===== config.mk =====
export PLATFORM = sky130hd
export DESIGN_NAME = lock_health_monitor_fsm
export DESIGN_NICKNAME = d
export VERILOG_FILES = /design/src/sv/lhm_pkg.sv /design/src/sv/lock_health_monitor_fsm.sv /design/src/sv/lhm_cfg_regs.sv /design/src/sv/lhm_core.sv
export SDC_FILE = /design/constraint.sdc
export NUM_CORES = 1
export LEC_CHECK = 0
export ABC_AREA = 1
export BUFFER_PORTS_ARGS = -buffer_cell sky130_fd_sc_hd__buf_2
export CORE_ASPECT_RATIO = 1.1
export CORE_UTILIZATION = 60
export CTS_CLUSTER_SIZE = 28
export DETAILED_ROUTE_END_ITERATION = 10
export GPL_ROUTABILITY_DRIVEN = 0
export PLACE_DENSITY = 0.9
export SETUP_SLACK_MARGIN = 0.2
export SYNTH_ARGS = -nofsm -noshare
export SYNTH_HDL_FRONTEND = slang
export SYNTH_SLANG_ARGS = --single-unit

===== constraint.sdc =====
create_clock -name aclk -period 10.85 [get_ports aclk]
set_input_delay 2.17 -clock aclk [delete_from_list [all_inputs] [get_ports aclk]]
set_output_delay 2.17 -clock aclk [all_outputs]
set_load 0.01 [all_outputs]

===== src/sv/lhm_pkg.sv =====
package lhm_pkg;

    // health codes
    localparam logic [2:0] HEALTH_UNINIT   = 3'd0;
    localparam logic [2:0] HEALTH_TRACKING = 3'd1;
    localparam logic [2:0] HEALTH_DEGRADED = 3'd2;
    localparam logic [2:0] HEALTH_LOST     = 3'd3;
    localparam logic [2:0] HEALTH_RELOC    = 3'd4;
    localparam logic [2:0] HEALTH_RECOVER  = 3'd5;

    // event codes
    localparam logic [2:0] OP_ACCEPT    = 3'd0;
    localparam logic [2:0] OP_REJECT    = 3'd1;
    localparam logic [2:0] OP_TICK      = 3'd2;
    localparam logic [2:0] OP_BEGIN     = 3'd3;
    localparam logic [2:0] OP_CANDIDATE = 3'd4;
    localparam logic [2:0] OP_CONFIRM   = 3'd5;
    localparam logic [2:0] OP_FAIL      = 3'd6;

    // configuration register map
    localparam int CFG_IDX_W  = 2;
    localparam int CFG_DATA_W = 32;
    localparam logic [CFG_IDX_W-1:0] REG_DEGRADE_FAIL  = 2'd0;
    localparam logic [CFG_IDX_W-1:0] REG_LOSE_FAIL     = 2'd1;
    localparam logic [CFG_IDX_W-1:0] REG_TRUST_TIMEOUT = 2'd2;
    localparam logic [CFG_IDX_W-1:0] REG_RECOVER_FRAME = 2'd3;

    // configuration reset values
    localparam logic [7:0]  RST_DEGRADE_FAIL  = 8'd1;
    localparam logic [7:0]  RST_LOSE_FAIL     = 8'd3;
    localparam logic [31:0] RST_TRUST_TIMEOUT = 32'd1000;
    localparam logic [7:0]  RST_RECOVER_FRAME = 8'd3;

    localparam logic [7:0] RUN_MAX = 8'hFF;

    typedef struct packed {
        logic [2:0]  operation;
        logic [31:0] now_ms;
        logic        motion_ok;
    } in_t;

    typedef struct packed {
        logic [2:0]  health;
        logic        pose_valid;
        logic        event_ok;
        logic [31:0] trusted_ms;
        logic        trusted_seen;
    } out_t;

    // effective (clamped) thresholds
    typedef struct packed {
        logic [7:0]  degrade_fail;
        logic [7:0]  lose_fail;
        logic [31:0] trust_timeout;
        logic [7:0]  recover_frame;
    } cfg_t;

endpackage


===== src/sv/lock_health_monitor_fsm.sv =====
// Lock health monitor: six-state health tracker for a localizer lock.
// Input channel (s_valid / s_ready / s_data) carries one timed event per
// request: operation code, timestamp in ms and the motion flag for confirm.
// Result channel (m_valid / m_ready / m_data) returns exactly one status
// request per event: health, pose valid, event ok, last trusted time and
// the trusted-seen flag, all showing the state after that event.
// Thresholds are set through the write port (cfg_wr_en, cfg_index,
// cfg_data); the user must write only while no event is in flight, which
// the block itself does not enforce; writes take effect at once. An
// accepted event passes through the input register, then the event
// decode and state update into the result register, which drives m_valid.
// One event per cycle is taken while the receiver does not stall.
// When the receiver stalls the result register holds its request, the input
// register takes one more event, and s_ready then drops until m_ready.
// Synchronous reset (aresetn low) clears both channels, sets the health to
// uninitialized with no trusted time, and restores the threshold defaults.
module lock_health_monitor_fsm (
    input  logic                             aclk,
    input  logic                             aresetn,
    input  logic                             s_valid,
    output logic                             s_ready,
    input  lhm_pkg::in_t                     s_data,
    output logic                             m_valid,
    input  logic                             m_ready,
    output lhm_pkg::out_t                    m_data,
    input  logic                             cfg_wr_en,
    input  logic [lhm_pkg::CFG_IDX_W-1:0]    cfg_index,
    input  logic [lhm_pkg::CFG_DATA_W-1:0]   cfg_data
);

    logic          in_valid_reg;
    lhm_pkg::in_t  in_data_reg;
    logic          out_valid_reg;
    lhm_pkg::out_t out_data_reg;
    logic          advance;
    logic          fire;
    lhm_pkg::cfg_t cfg;
    lhm_pkg::out_t result;

    // handshake control
    assign advance = !out_valid_reg || m_ready;
    assign fire    = in_valid_reg && advance;
    assign s_ready = !in_valid_reg || advance;

    // input register
    always_ff @(posedge aclk) begin
        if (!aresetn) begin
            in_valid_reg <= 1'b0;
        end else if (s_ready) begin
            in_valid_reg <= s_valid;
        end
    end

    always_ff @(posedge aclk) begin
        if (s_valid && s_ready) begin
            in_data_reg <= s_data;
        end
    end

    lhm_cfg_regs u_cfg_regs (
        .aclk      (aclk),
        .aresetn   (aresetn),
        .cfg_wr_en (cfg_wr_en),
        .cfg_index (cfg_index),
        .cfg_data  (cfg_data),
        .cfg       (cfg)
    );

    lhm_core u_core (
        .aclk    (aclk),
        .aresetn (aresetn),
        .fire    (fire),
        .item    (in_data_reg),
        .cfg     (cfg),
        .result  (result)
    );

    // result register
    always_ff @(posedge aclk) begin
        if (!aresetn) begin
            out_valid_reg <= 1'b0;
        end else if (advance) begin
            out_valid_reg <= in_valid_reg;
        end
    end

    always_ff @(posedge aclk) begin
        if (fire) begin
            out_data_reg <= result;
        end
    end

    assign m_valid = out_valid_reg;
    assign m_data  = out_data_reg;

endmodule


===== src/sv/lhm_cfg_regs.sv =====
module lhm_cfg_regs (
    input  logic                             aclk,
    input  logic                             aresetn,
    input  logic                             cfg_wr_en,
    input  logic [lhm_pkg::CFG_IDX_W-1:0]    cfg_index,
    input  logic [lhm_pkg::CFG_DATA_W-1:0]   cfg_data,
    output lhm_pkg::cfg_t                    cfg
);

    logic [7:0]  degrade_fail_reg;
    logic [7:0]  lose_fail_reg;
    logic [31:0] trust_timeout_reg;
    logic [7:0]  recover_frame_reg;
    logic [7:0]  degrade_eff;

    // register writes
    always_ff @(posedge aclk) begin
        if (!aresetn) begin
            degrade_fail_reg  <= lhm_pkg::RST_DEGRADE_FAIL;
            lose_fail_reg     <= lhm_pkg::RST_LOSE_FAIL;
            trust_timeout_reg <= lhm_pkg::RST_TRUST_TIMEOUT;
            recover_frame_reg <= lhm_pkg::RST_RECOVER_FRAME;
        end else if (cfg_wr_en) begin
            unique case (cfg_index)
                lhm_pkg::REG_DEGRADE_FAIL:  degrade_fail_reg  <= cfg_data[7:0];
                lhm_pkg::REG_LOSE_FAIL:     lose_fail_reg     <= cfg_data[7:0];
                lhm_pkg::REG_TRUST_TIMEOUT: trust_timeout_reg <= cfg_data[31:0];
                lhm_pkg::REG_RECOVER_FRAME: recover_frame_reg <= cfg_data[7:0];
                default: ;
            endcase
        end
    end

    // clamp thresholds: degrade >= 1, lose >= degrade, recover >= 1
    always_comb begin
        degrade_eff = (degrade_fail_reg == 8'd0) ? 8'd1 : degrade_fail_reg;
        cfg.degrade_fail  = degrade_eff;
        cfg.lose_fail     = (lose_fail_reg < degrade_eff) ? degrade_eff : lose_fail_reg;
        cfg.trust_timeout = trust_timeout_reg;
        cfg.recover_frame = (recover_frame_reg == 8'd0) ? 8'd1 : recover_frame_reg;
    end

endmodule


===== src/sv/lhm_core.sv =====
module lhm_core (
    input  logic           aclk,
    input  logic           aresetn,
    input  logic           fire,
    input  lhm_pkg::in_t   item,
    input  lhm_pkg::cfg_t  cfg,
    output lhm_pkg::out_t  result
);

    logic [2:0]  health_reg, health_next;
    logic [7:0]  fail_run_reg, fail_run_next;
    logic [7:0]  recover_run_reg, recover_run_next;
    logic [31:0] trust_time_reg, trust_time_next;
    logic        trust_seen_reg, trust_seen_next;
    logic        ok;
    logic        locked;
    logic [7:0]  fail_inc;
    logic [7:0]  recover_inc;
    logic [31:0] age;
    logic        timed_out;

    // state registers, updated once per event
    always_ff @(posedge aclk) begin
        if (!aresetn) begin
            health_reg      <= lhm_pkg::HEALTH_UNINIT;
            fail_run_reg    <= 8'd0;
            recover_run_reg <= 8'd0;
            trust_time_reg  <= 32'd0;
            trust_seen_reg  <= 1'b0;
        end else if (fire) begin
            health_reg      <= health_next;
            fail_run_reg    <= fail_run_next;
            recover_run_reg <= recover_run_next;
            trust_time_reg  <= trust_time_next;
            trust_seen_reg  <= trust_seen_next;
        end
    end

    // shared terms
    always_comb begin
        locked = (health_reg == lhm_pkg::HEALTH_TRACKING) ||
                 (health_reg == lhm_pkg::HEALTH_DEGRADED);
        fail_inc    = (fail_run_reg == lhm_pkg::RUN_MAX) ? fail_run_reg : fail_run_reg + 8'd1;
        recover_inc = (recover_run_reg == lhm_pkg::RUN_MAX) ?
                      recover_run_reg : recover_run_reg + 8'd1;
        // signed age: a negative age never times out
        age       = item.now_ms - trust_time_reg;
        timed_out = trust_seen_reg && !age[31] && ({1'b0, age[30:0]} > cfg.trust_timeout);
    end

    // event decode and next state
    always_comb begin
        health_next      = health_reg;
        fail_run_next    = fail_run_reg;
        recover_run_next = recover_run_reg;
        trust_time_next  = trust_time_reg;
        trust_seen_next  = trust_seen_reg;
        ok               = 1'b0;
        unique case (item.operation)
            lhm_pkg::OP_ACCEPT: begin
                health_next      = lhm_pkg::HEALTH_TRACKING;
                fail_run_next    = 8'd0;
                recover_run_next = 8'd0;
                trust_time_next  = item.now_ms;
                trust_seen_next  = 1'b1;
            end
            lhm_pkg::OP_REJECT: begin
                if (locked) begin
                    fail_run_next = fail_inc;
                    if (fail_inc >= cfg.lose_fail) begin
                        health_next      = lhm_pkg::HEALTH_LOST;
                        fail_run_next    = 8'd0;
                        recover_run_next = 8'd0;
                    end else if (timed_out) begin
                        health_next      = lhm_pkg::HEALTH_LOST;
                        fail_run_next    = 8'd0;
                        recover_run_next = 8'd0;
                    end else if (fail_inc >= cfg.degrade_fail) begin
                        health_next = lhm_pkg::HEALTH_DEGRADED;
                    end
                end
            end
            lhm_pkg::OP_TICK: begin
                if (locked && timed_out) begin
                    health_next      = lhm_pkg::HEALTH_LOST;
                    fail_run_next    = 8'd0;
                    recover_run_next = 8'd0;
                end
            end
            lhm_pkg::OP_BEGIN: begin
                if (health_reg != lhm_pkg::HEALTH_RELOC &&
                    health_reg != lhm_pkg::HEALTH_RECOVER) begin
                    health_next      = lhm_pkg::HEALTH_RELOC;
                    fail_run_next    = 8'd0;
                    recover_run_next = 8'd0;
                    ok               = 1'b1;
                end
            end
            lhm_pkg::OP_CANDIDATE: begin
                if (health_reg == lhm_pkg::HEALTH_RELOC) begin
                    health_next      = lhm_pkg::HEALTH_RECOVER;
                    recover_run_next = 8'd0;
                    ok               = 1'b1;
                end
            end
            lhm_pkg::OP_CONFIRM: begin
                if (health_reg == lhm_pkg::HEALTH_RECOVER) begin
                    if (!item.motion_ok) begin
                        recover_run_next = 8'd0;
                    end else if (recover_inc >= cfg.recover_frame) begin
                        health_next      = lhm_pkg::HEALTH_TRACKING;
                        fail_run_next    = 8'd0;
                        recover_run_next = 8'd0;
                        trust_time_next  = item.now_ms;
                        trust_seen_next  = 1'b1;
                        ok               = 1'b1;
                    end else begin
                        recover_run_next = recover_inc;
                    end
                end
            end
            lhm_pkg::OP_FAIL: begin
                health_next      = lhm_pkg::HEALTH_LOST;
                fail_run_next    = 8'd0;
                recover_run_next = 8'd0;
            end
            default: ;
        endcase
    end

    // status after the event
    always_comb begin
        result.health       = health_next;
        result.pose_valid   = trust_seen_next &&
                              ((health_next == lhm_pkg::HEALTH_TRACKING) ||
                               (health_next == lhm_pkg::HEALTH_DEGRADED));
        result.event_ok     = ok;
        result.trusted_ms   = trust_time_next;
        result.trusted_seen = trust_seen_next;
    end

endmodule


* After elaboration in Yosys (flattened, before gate mapping)
Index checks and enable logic that the tools add are counted.
Word-level totals: logic and storage cells 128, output and inout bits 40, bits of input ports 75, bits in registers 184
Cells by class: $lt $le $gt $ge 5, multiplexer cells 47, reduce and logical (&&, ||, !) cells 27, equality and inequality tests 27, add/sub/neg operators 3
Operators with widths (number):
- 8-bit 2-to-1 mux | 20
- 32-bit 2-to-1 mux | 3
- 32-bit one-hot mux with 2 select lines | 1
- 8-bit one-hot mux with 6 select lines | 1
- 8-bit one-hot mux with 5 select lines | 1
- 31-bit by 32-bit > comparator with 1-bit output | 1
- 32-bit subtractor | 1
- 3-bit 2-to-1 mux | 10
- 8-bit >= comparator | 3
- 3-bit one-hot mux with 7 select lines | 1
- 8-bit by 1-bit adder with 8-bit output (second input constant) | 2
- 8-bit == test (second input constant) | 2
- 8-bit zero test | 2
- 8-bit AND reduction | 2
- 3-bit == test (second input constant) | 5
- 3-bit by 2-bit == test with 1-bit output (second input constant) | 4
- 2-bit by 1-bit inequality test with 1-bit output (second input constant) | 6
- 3-bit by 1-bit == test with 1-bit output (second input constant) | 3
- 8-bit < comparator | 1
- 1-bit 2-to-1 mux | 8
- 2-bit AND reduction | 4
- 1-bit logical AND | 7
- 3-bit inequality test (second input constant) | 2
- 6-bit nonzero test | 1
- other kinds (12) | 18

* Longest topological paths before layout
Gate-level depths: netlist of run 1.
depth after elaboration 11, gate-level depth with buffers 31, mapped depth without buffers 31

* By module
Synthesis of run 1 repeated with hierarchy kept, for this count alone.
Unflattened totals: cells, all modules 1508, area, all modules 11360.9 um^2
By module, submodules not included:
- lhm_core | area an instance 6707.7 um^2, sequential area each 1041.0 um^2, cells an instance 1101, instances 1
- lhm_cfg_regs | area an instance 2336.0 um^2, sequential area each 1121.1 um^2, cells an instance 320, instances 1
- lock_health_monitor_fsm | area an instance 2317.2 um^2, sequential area each 2262.2 um^2, cells an instance 87, instances 1

* Least setup slack after synthesis of run 1
Ideal clock, no wire load.
kind input to output, start in m_ready, end out s_ready, buffers on the path 0, required time 8680 ps, arrival time 2354 ps, setup slack 6326 ps, stages 2, cell sequence inv_1 nand3_1
Between the ends: longest elaborated chain between the ends 2
Ends and longest elaborated chain:
- from (decl) | line lock_health_monitor_fsm.sv:24 | input logic m_ready,
- 1-bit logical OR | line lock_health_monitor_fsm.sv:41 | assign advance = !out_valid_reg || m_ready;
- 1-bit logical OR | line lock_health_monitor_fsm.sv:43 | assign s_ready = !in_valid_reg || advance;
- to (decl) | line lock_health_monitor_fsm.sv:21 | output logic s_ready,
Every way passes these cells.

* Worst setup path in the final report of run 1
Same ends and word-level chain as after synthesis.

==> impl_metrics.toml, run 1 <==
[cts]
clock-sinks = 184
htree_levels = 4
cts-root-buf = "clkbuf_16"
clkTransAtPathRegs_ps = 70
cts_buffer_depth = 2
cts_resized = 0
clock_latency_ps = 440
cts_buffers = 17
cts_setup_buffers = 0
hold_buffers = 0
cts_tree = "built"

[critical_path]
worstReg2RegEnd = "u_core.fail_run_reg[1]"
crit_fanout = 3
crit_arrival_ps = 2590
r2r_start = "in_data_reg[1]"
reg2regPathDepth = 25
end_kind = "output pin"
reg2reg_setup_slack_ps = 6210
path_class = "primary input to output pin"
cp.required_ps = 8680
start_kind = "primary input"

[routing]
viasPerCell = 5.82
finalWirelength_mm = 26.9
antenna_left = 0
drcViolationCount = 0
dr.pass1.iters = 6
wl_per_cell_microns = 15.4
drt-initial-drc-count = 964
num_vias = 10200

[grt]
grtUsageTotal_pct = 29.3
grt_pass1_vias = 9796
grt_antenna_before_repair = 0
grt_overflow_total = 0
grt_max_degree = 72
grt_pass1_wl_mm = 44.6

[logic_synthesis]
synthArstFlopShare_pct = 0
ys.warnings.count = 0
synth_compound_area_share_pct = 21.7
synth_top_family_by_area = "compound AO/OA/AOI/OAI gates"
synthAdderAreaFrac_pct = 10.9
syn_area_per_cell_sq_um = 7.84
synth_top_cell_area_share_pct = 20.1
synthSimpleGateAreaFrac_pct = 14.8
yosysTopAreaCell = "edfxtp_1"
ys_dominant_reg_cell = "dfxtp_1"
ys_ff_latch = 184
synth_area_leaders = "edfxtp_1 20%, dfxtp_1 20%, ha_1 11%, a21oi_1 8.8%, nand2_1 7.7%"
muxShareOfSynthArea_pct = 0
ys_seq_area_share_pct = 40.0
synth-xor-area-share_pct = 2.77
synth_nets = 1581
post_synth_instance_area_sq_um = 11000
synth_cell_types = 49
syn_inst = 1410
synth_edf_count = 74

[cells_and_area]
final_util_pct = 69.2
largest_reg_flops = 38
antenna_cells = 0
fin_cells = 1752
final_nets = 1672
drive_gt1_share_pct = 12.2
stdcell_area_sq_um = 12400
syn_to_final_growth_pct = 11.9

[sta]
finalSetupViolCount = 0
clock_skew_ps = 8.37
hold_viol = 0
fin_hold_ws_ps = 468
max-slew-margin-rel_pct = 23.0
layout_min_cycle_time_ps = 4760
fin_crit_sh_pct = 43.9
maxSlewViolCount = 0
worst_slew_pin_slew_ps = 1150
rsz0062_at_grt = "false"
tns_ps = 0
clock.fmax_mhz = 210

[power_and_ir_drop]
peakVddDrop_v = 0.000130
leakagePower_nw = 5.56
p_per_area_nw_per_um2 = 152

[hold_path]
hold_depth = 2
min_from = "u_cfg_regs.trust_timeout_reg[13]"
min_to = "u_cfg_regs.trust_timeout_reg[13]"
hp-class = "register to register"

[floorplan]
die-area_sq_um = 19000
start_util_pct = 61.8
pin_count = 115
core_area_sq_um = 17900
fp.dieW_microns = 131
die_h_microns = 144
num_rows = 51

[place]
dp_cells = 1720
place_area_sq_um = 11800
portBuffers = 114
post-dp-hpwl_mm = 18.9

[outcome]
outcome = "finished clean"

[run]
max-cap-violations = 0
## worst max-delay path, stage by stage
cell and delay, ps:
buf_2 100, inv_1 60, nand3_1 100, buf_2 160
## power by group
group / internal [mW] / leakage, nW / switching (mW)
registers: 0.765 / 1.62 / 0.0206
logic: 0.168 / 3.66 / 0.292
clock network: 0.362 / 0.284 / 0.269
## metrics by stage
stage / worst slack [ps] / total power [mW]
after floorplan: 6330 / 1.13
after global placement: 6120 / 1.22
after detailed placement: 6090 / 1.24
after CTS: 6090 / 1.87
after global routing: 5740 / 1.97
final: 6090 / 1.88
## per-layer routing
| layer | part of all wire, % | global-route usage, % | vias to the layer above |
|---|---|---|---|
| met4 | 4.2 | 16.9 | 0 |
| met1 | 40 | 32.4 | 4718 |
| li1 | - | - | 4968 |
| met5 | 0 | 0 | - |
| met3 | 6.0 | 5.43 | 106 |
| met2 | 50 | 53.1 | 407 |
## kinds of logic (layout without fill, tap and decap cells)
group,after synthesis,after routing
compound gates,427,427
simple gates,389,389
buf+inv,279,383
flops,184,184
fa+ha+maj,96,96
xor+xnor,35,35
## worst max-delay path by stage
stage,startpoint,endpoint,slack [ps],depth (start not counted)
finish,m_ready,s_ready,6090,4
detailed placement,m_ready,s_ready,6090,4
floorplan,m_ready,s_ready,6330,2
global route,in_data_reg[1],u_core.fail_run_reg[1],5740,25
CTS,m_ready,s_ready,6090,4
global placement,m_ready,s_ready,6120,4
## cell usage after synthesis (13+ instances only)
cell type and n:
nand2_1 227, inv_1 222, a21oi_1 195, o21ai_0 147, dfxtp_1 110, ha_1 95, nor2_1 80, edfxtp_1 74
clkbuf_1 40, nand3_1 32, xor2_1 24, o311ai_1 20, nand4_1 13
## layout by cell type, fill, tap and decap left out, drive strengths merged, types with 2 or more instances in the layout
cell type	netlist	final
bufinv	0	3
a21o	5	5
xnor2	11	11
nand3	35	35
o21ai	156	156
o31ai	4	4
and3	3	3
inv	229	231
a31oi	4	4
a21boi	2	2
dfxtp	110	110
nor3	13	13
o311ai	31	31
nand2	237	237
a211oi	3	3
edfxtp	74	74
nor4	4	4
o21a	6	6
clkbuf	40	20
nand4	13	13
buf	10	122
o211a	2	2
a21oi	200	200
xor2	24	24
nor2	82	82
ha	95	95
clkinv	0	6
o211ai	10	10
## cell type report
type | instances | area (sq um)
sequential | 184 | 4420
multi-input combinational | 947 | 5570
inverter | 229 | 860
tap | 238 | 298
clock buffer | 20 | 437
clock inverter | 12 | 150
timing repair buffer | 122 | 631
fill | 1385 | 5500
No activity file was read; power rests on OpenSTA's default activity.
==> run 2: changes to the inputs <==
Clock period 10.85 ns to 4.92 ns, I/O delays scaled along.
==> run 2 against run 1 <==
Compared with the run above:
- combinational power up 120%
- flip-flop and latch count unchanged
- register-to-register slack worse by 5600 ps
- clock skew up 1.9 ps
- clock power up 140%
- critical endpoint is now u_core.trust_time_reg[29]
- worst setup slack worse by 5400 ps
- via count unchanged
- power up 130%
- routed wire length down 0.15%
- cell area up 0.80%
==> impl_metrics.toml, run 2 (synthesized netlist as in run 1, its figures left out) <==
[sta]
clock_skew_ps = 10.3
rsz0062_at_grt = "false"
worst_slew_pin_slew_ps = 741
max-slew-margin-rel_pct = 50.6
maxSlewViolCount = 0
hold_viol = 0
tns_ps = 0
clock.fmax_mhz = 234
finalSetupViolCount = 0
layout_min_cycle_time_ps = 4270
fin_crit_sh_pct = 86.8

[power_and_ir_drop]
leakagePower_nw = 5.59
switchingPower_mw = 1.29
peakVddDrop_v = 0.000248
comb_power_share_pct = 23.8
p_int_mw = 2.97
p_per_area_nw_per_um2 = 342
pwr-share-seq_pct = 40.7
switching_share_pct = 30.3
power_frac_clock_pct = 35.5

[grt]
grt_antenna_before_repair = 0
grt_overflow_total = 0
grtUsageTotal_pct = 28.7
grt_pass1_wl_mm = 43.7
grt_max_degree = 72
grt_pass1_vias = 9535

[routing]
drt-initial-drc-count = 958
num_vias = 10200
antenna_left = 0
drcViolationCount = 0
finalWirelength_mm = 26.9
wl_per_cell_microns = 15.3
viasPerCell = 5.81
dr.pass1.iters = 8

[hold_path]
hp-class = "register to register"

[cts]
clkTransAtPathRegs_ps = 70
cts_buffers = 17
cts_tree = "built"
clock-sinks = 184
hold_buffers = 0
cts_buffer_depth = 2
cts-root-buf = "clkbuf_16"
htree_levels = 4
clock_latency_ps = 440

[cells_and_area]
final_cell_mix = "226 x nand2_1, 222 x inv_1, 194 x a21oi_1"
n_fill_cell = 1375
final_nets = 1675
syn_to_final_growth_pct = 12.8
drive_gt1_share_pct = 12.8
layout_commonest_cell = "nand2_1"
antenna_cells = 0
stdcell_area_sq_um = 12500
fin_cells = 1755
largest_reg_flops = 38

[floorplan]
die_h_microns = 144
start_util_pct = 61.8
die-area_sq_um = 19000
fp.dieW_microns = 131
num_rows = 51
pin_count = 115
core_area_sq_um = 17900

[place]
portBuffers = 114
post-dp-hpwl_mm = 19.0
dp_cells = 1723
place_area_sq_um = 11800

[critical_path]
path_class = "register to register"
start_kind = "register"
crit_fanout = 38
crit_arrival_ps = 4610
end_kind = "register"
cp.required_ps = 5260

[run]
max-cap-violations = 0

[outcome]
outcome = "finished clean"
==> run 2: per-layer routing <==
| layer | vias to the layer above | part of all wire, % | global-route usage, % |
|---|---|---|---|
| li1 | 4961 | - | - |
| met1 | 4730 | 40 | 32.8 |
| met2 | 418 | 51 | 52.4 |
| met3 | 90 | 6.2 | 4.24 |
| met4 | 0 | 3.4 | 15.1 |
| met5 | - | 0 | 0 |
==> run 2: path summary, 6_finish.rpt <==
check / endpoint / cells after the start / slack, ps / from
setup / recovery: u_core.trust_time_reg[29] / 17 / 650 / u_core.recover_run_reg[0]
setup reg to reg: u_core.trust_time_reg[29] / 17 / 650 / u_core.recover_run_reg[0]
hold reg to reg: u_cfg_regs.trust_timeout_reg[13] / 2 / 470 / u_cfg_regs.trust_timeout_reg[13]
hold / removal: u_cfg_regs.trust_timeout_reg[13] / 2 / 470 / u_cfg_regs.trust_timeout_reg[13]
==> run 2: area by class of cell <==
cell class | count | area, sq um | area share [%]
Multi-Input combinational cell | 947 | 5580 | 44.8
Timing Repair Buffer | 125 | 653 | 5.24
Clock inverter | 14 | 219 | 1.76
Sequential cell | 184 | 4420 | 35.5
Tap cell | 238 | 298 | 2.39
Inverter | 229 | 860 | 6.90
Clock buffer | 18 | 429 | 3.44
==> run 2: repair_timing <==
item	in CTS	in global routing
gates resized for setup	0	4
setup buffers	0	0
endpoints found under the setup margin	0	9
==> run 2: power groups by stage <==
stage / clock [mW] / combinational (mW) / sequential (mW)
6_report: 1.51 / 1.01 / 1.73
5_1_grt: 1.58 / 1.15 / 1.74
4_1_cts: 1.52 / 0.997 / 1.73
3_5_place_dp: 0 / 0.984 / 1.76
3_3_place_gp: 0 / 0.941 / 1.76
2_1_floorplan: 0 / 0.721 / 1.76
==> run 2: critical path, cell delays in order (launching register included) <==
cell	delay, ps
dfxtp_1	340
ha_1	180
nand2_1	90
nor4_1	360
nand2_1	300
o21ai_0	360
ha_1	310
a21oi_1	140
o21ai_0	100
a21oi_1	240
nand2_1	150
nand3_2	530
buf_4	340
a21oi_1	80
o21ai_0	120
o311ai_0	240
o21ai_0	220
inv_1	50
==> run 2: per-stage QoR <==
step	power [mW]	setup slack (ps)	utilization (%)	hold slack [ps]
3_5_place_dp	2.75	483	66.0	463
2_1_floorplan	2.49	1070	-	429
4_1_cts	4.25	456	69.7	474
3_3_place_gp	2.70	716	66.0	444
6_report	4.26	648	69.8	472
5_1_grt	4.47	222	69.8	492
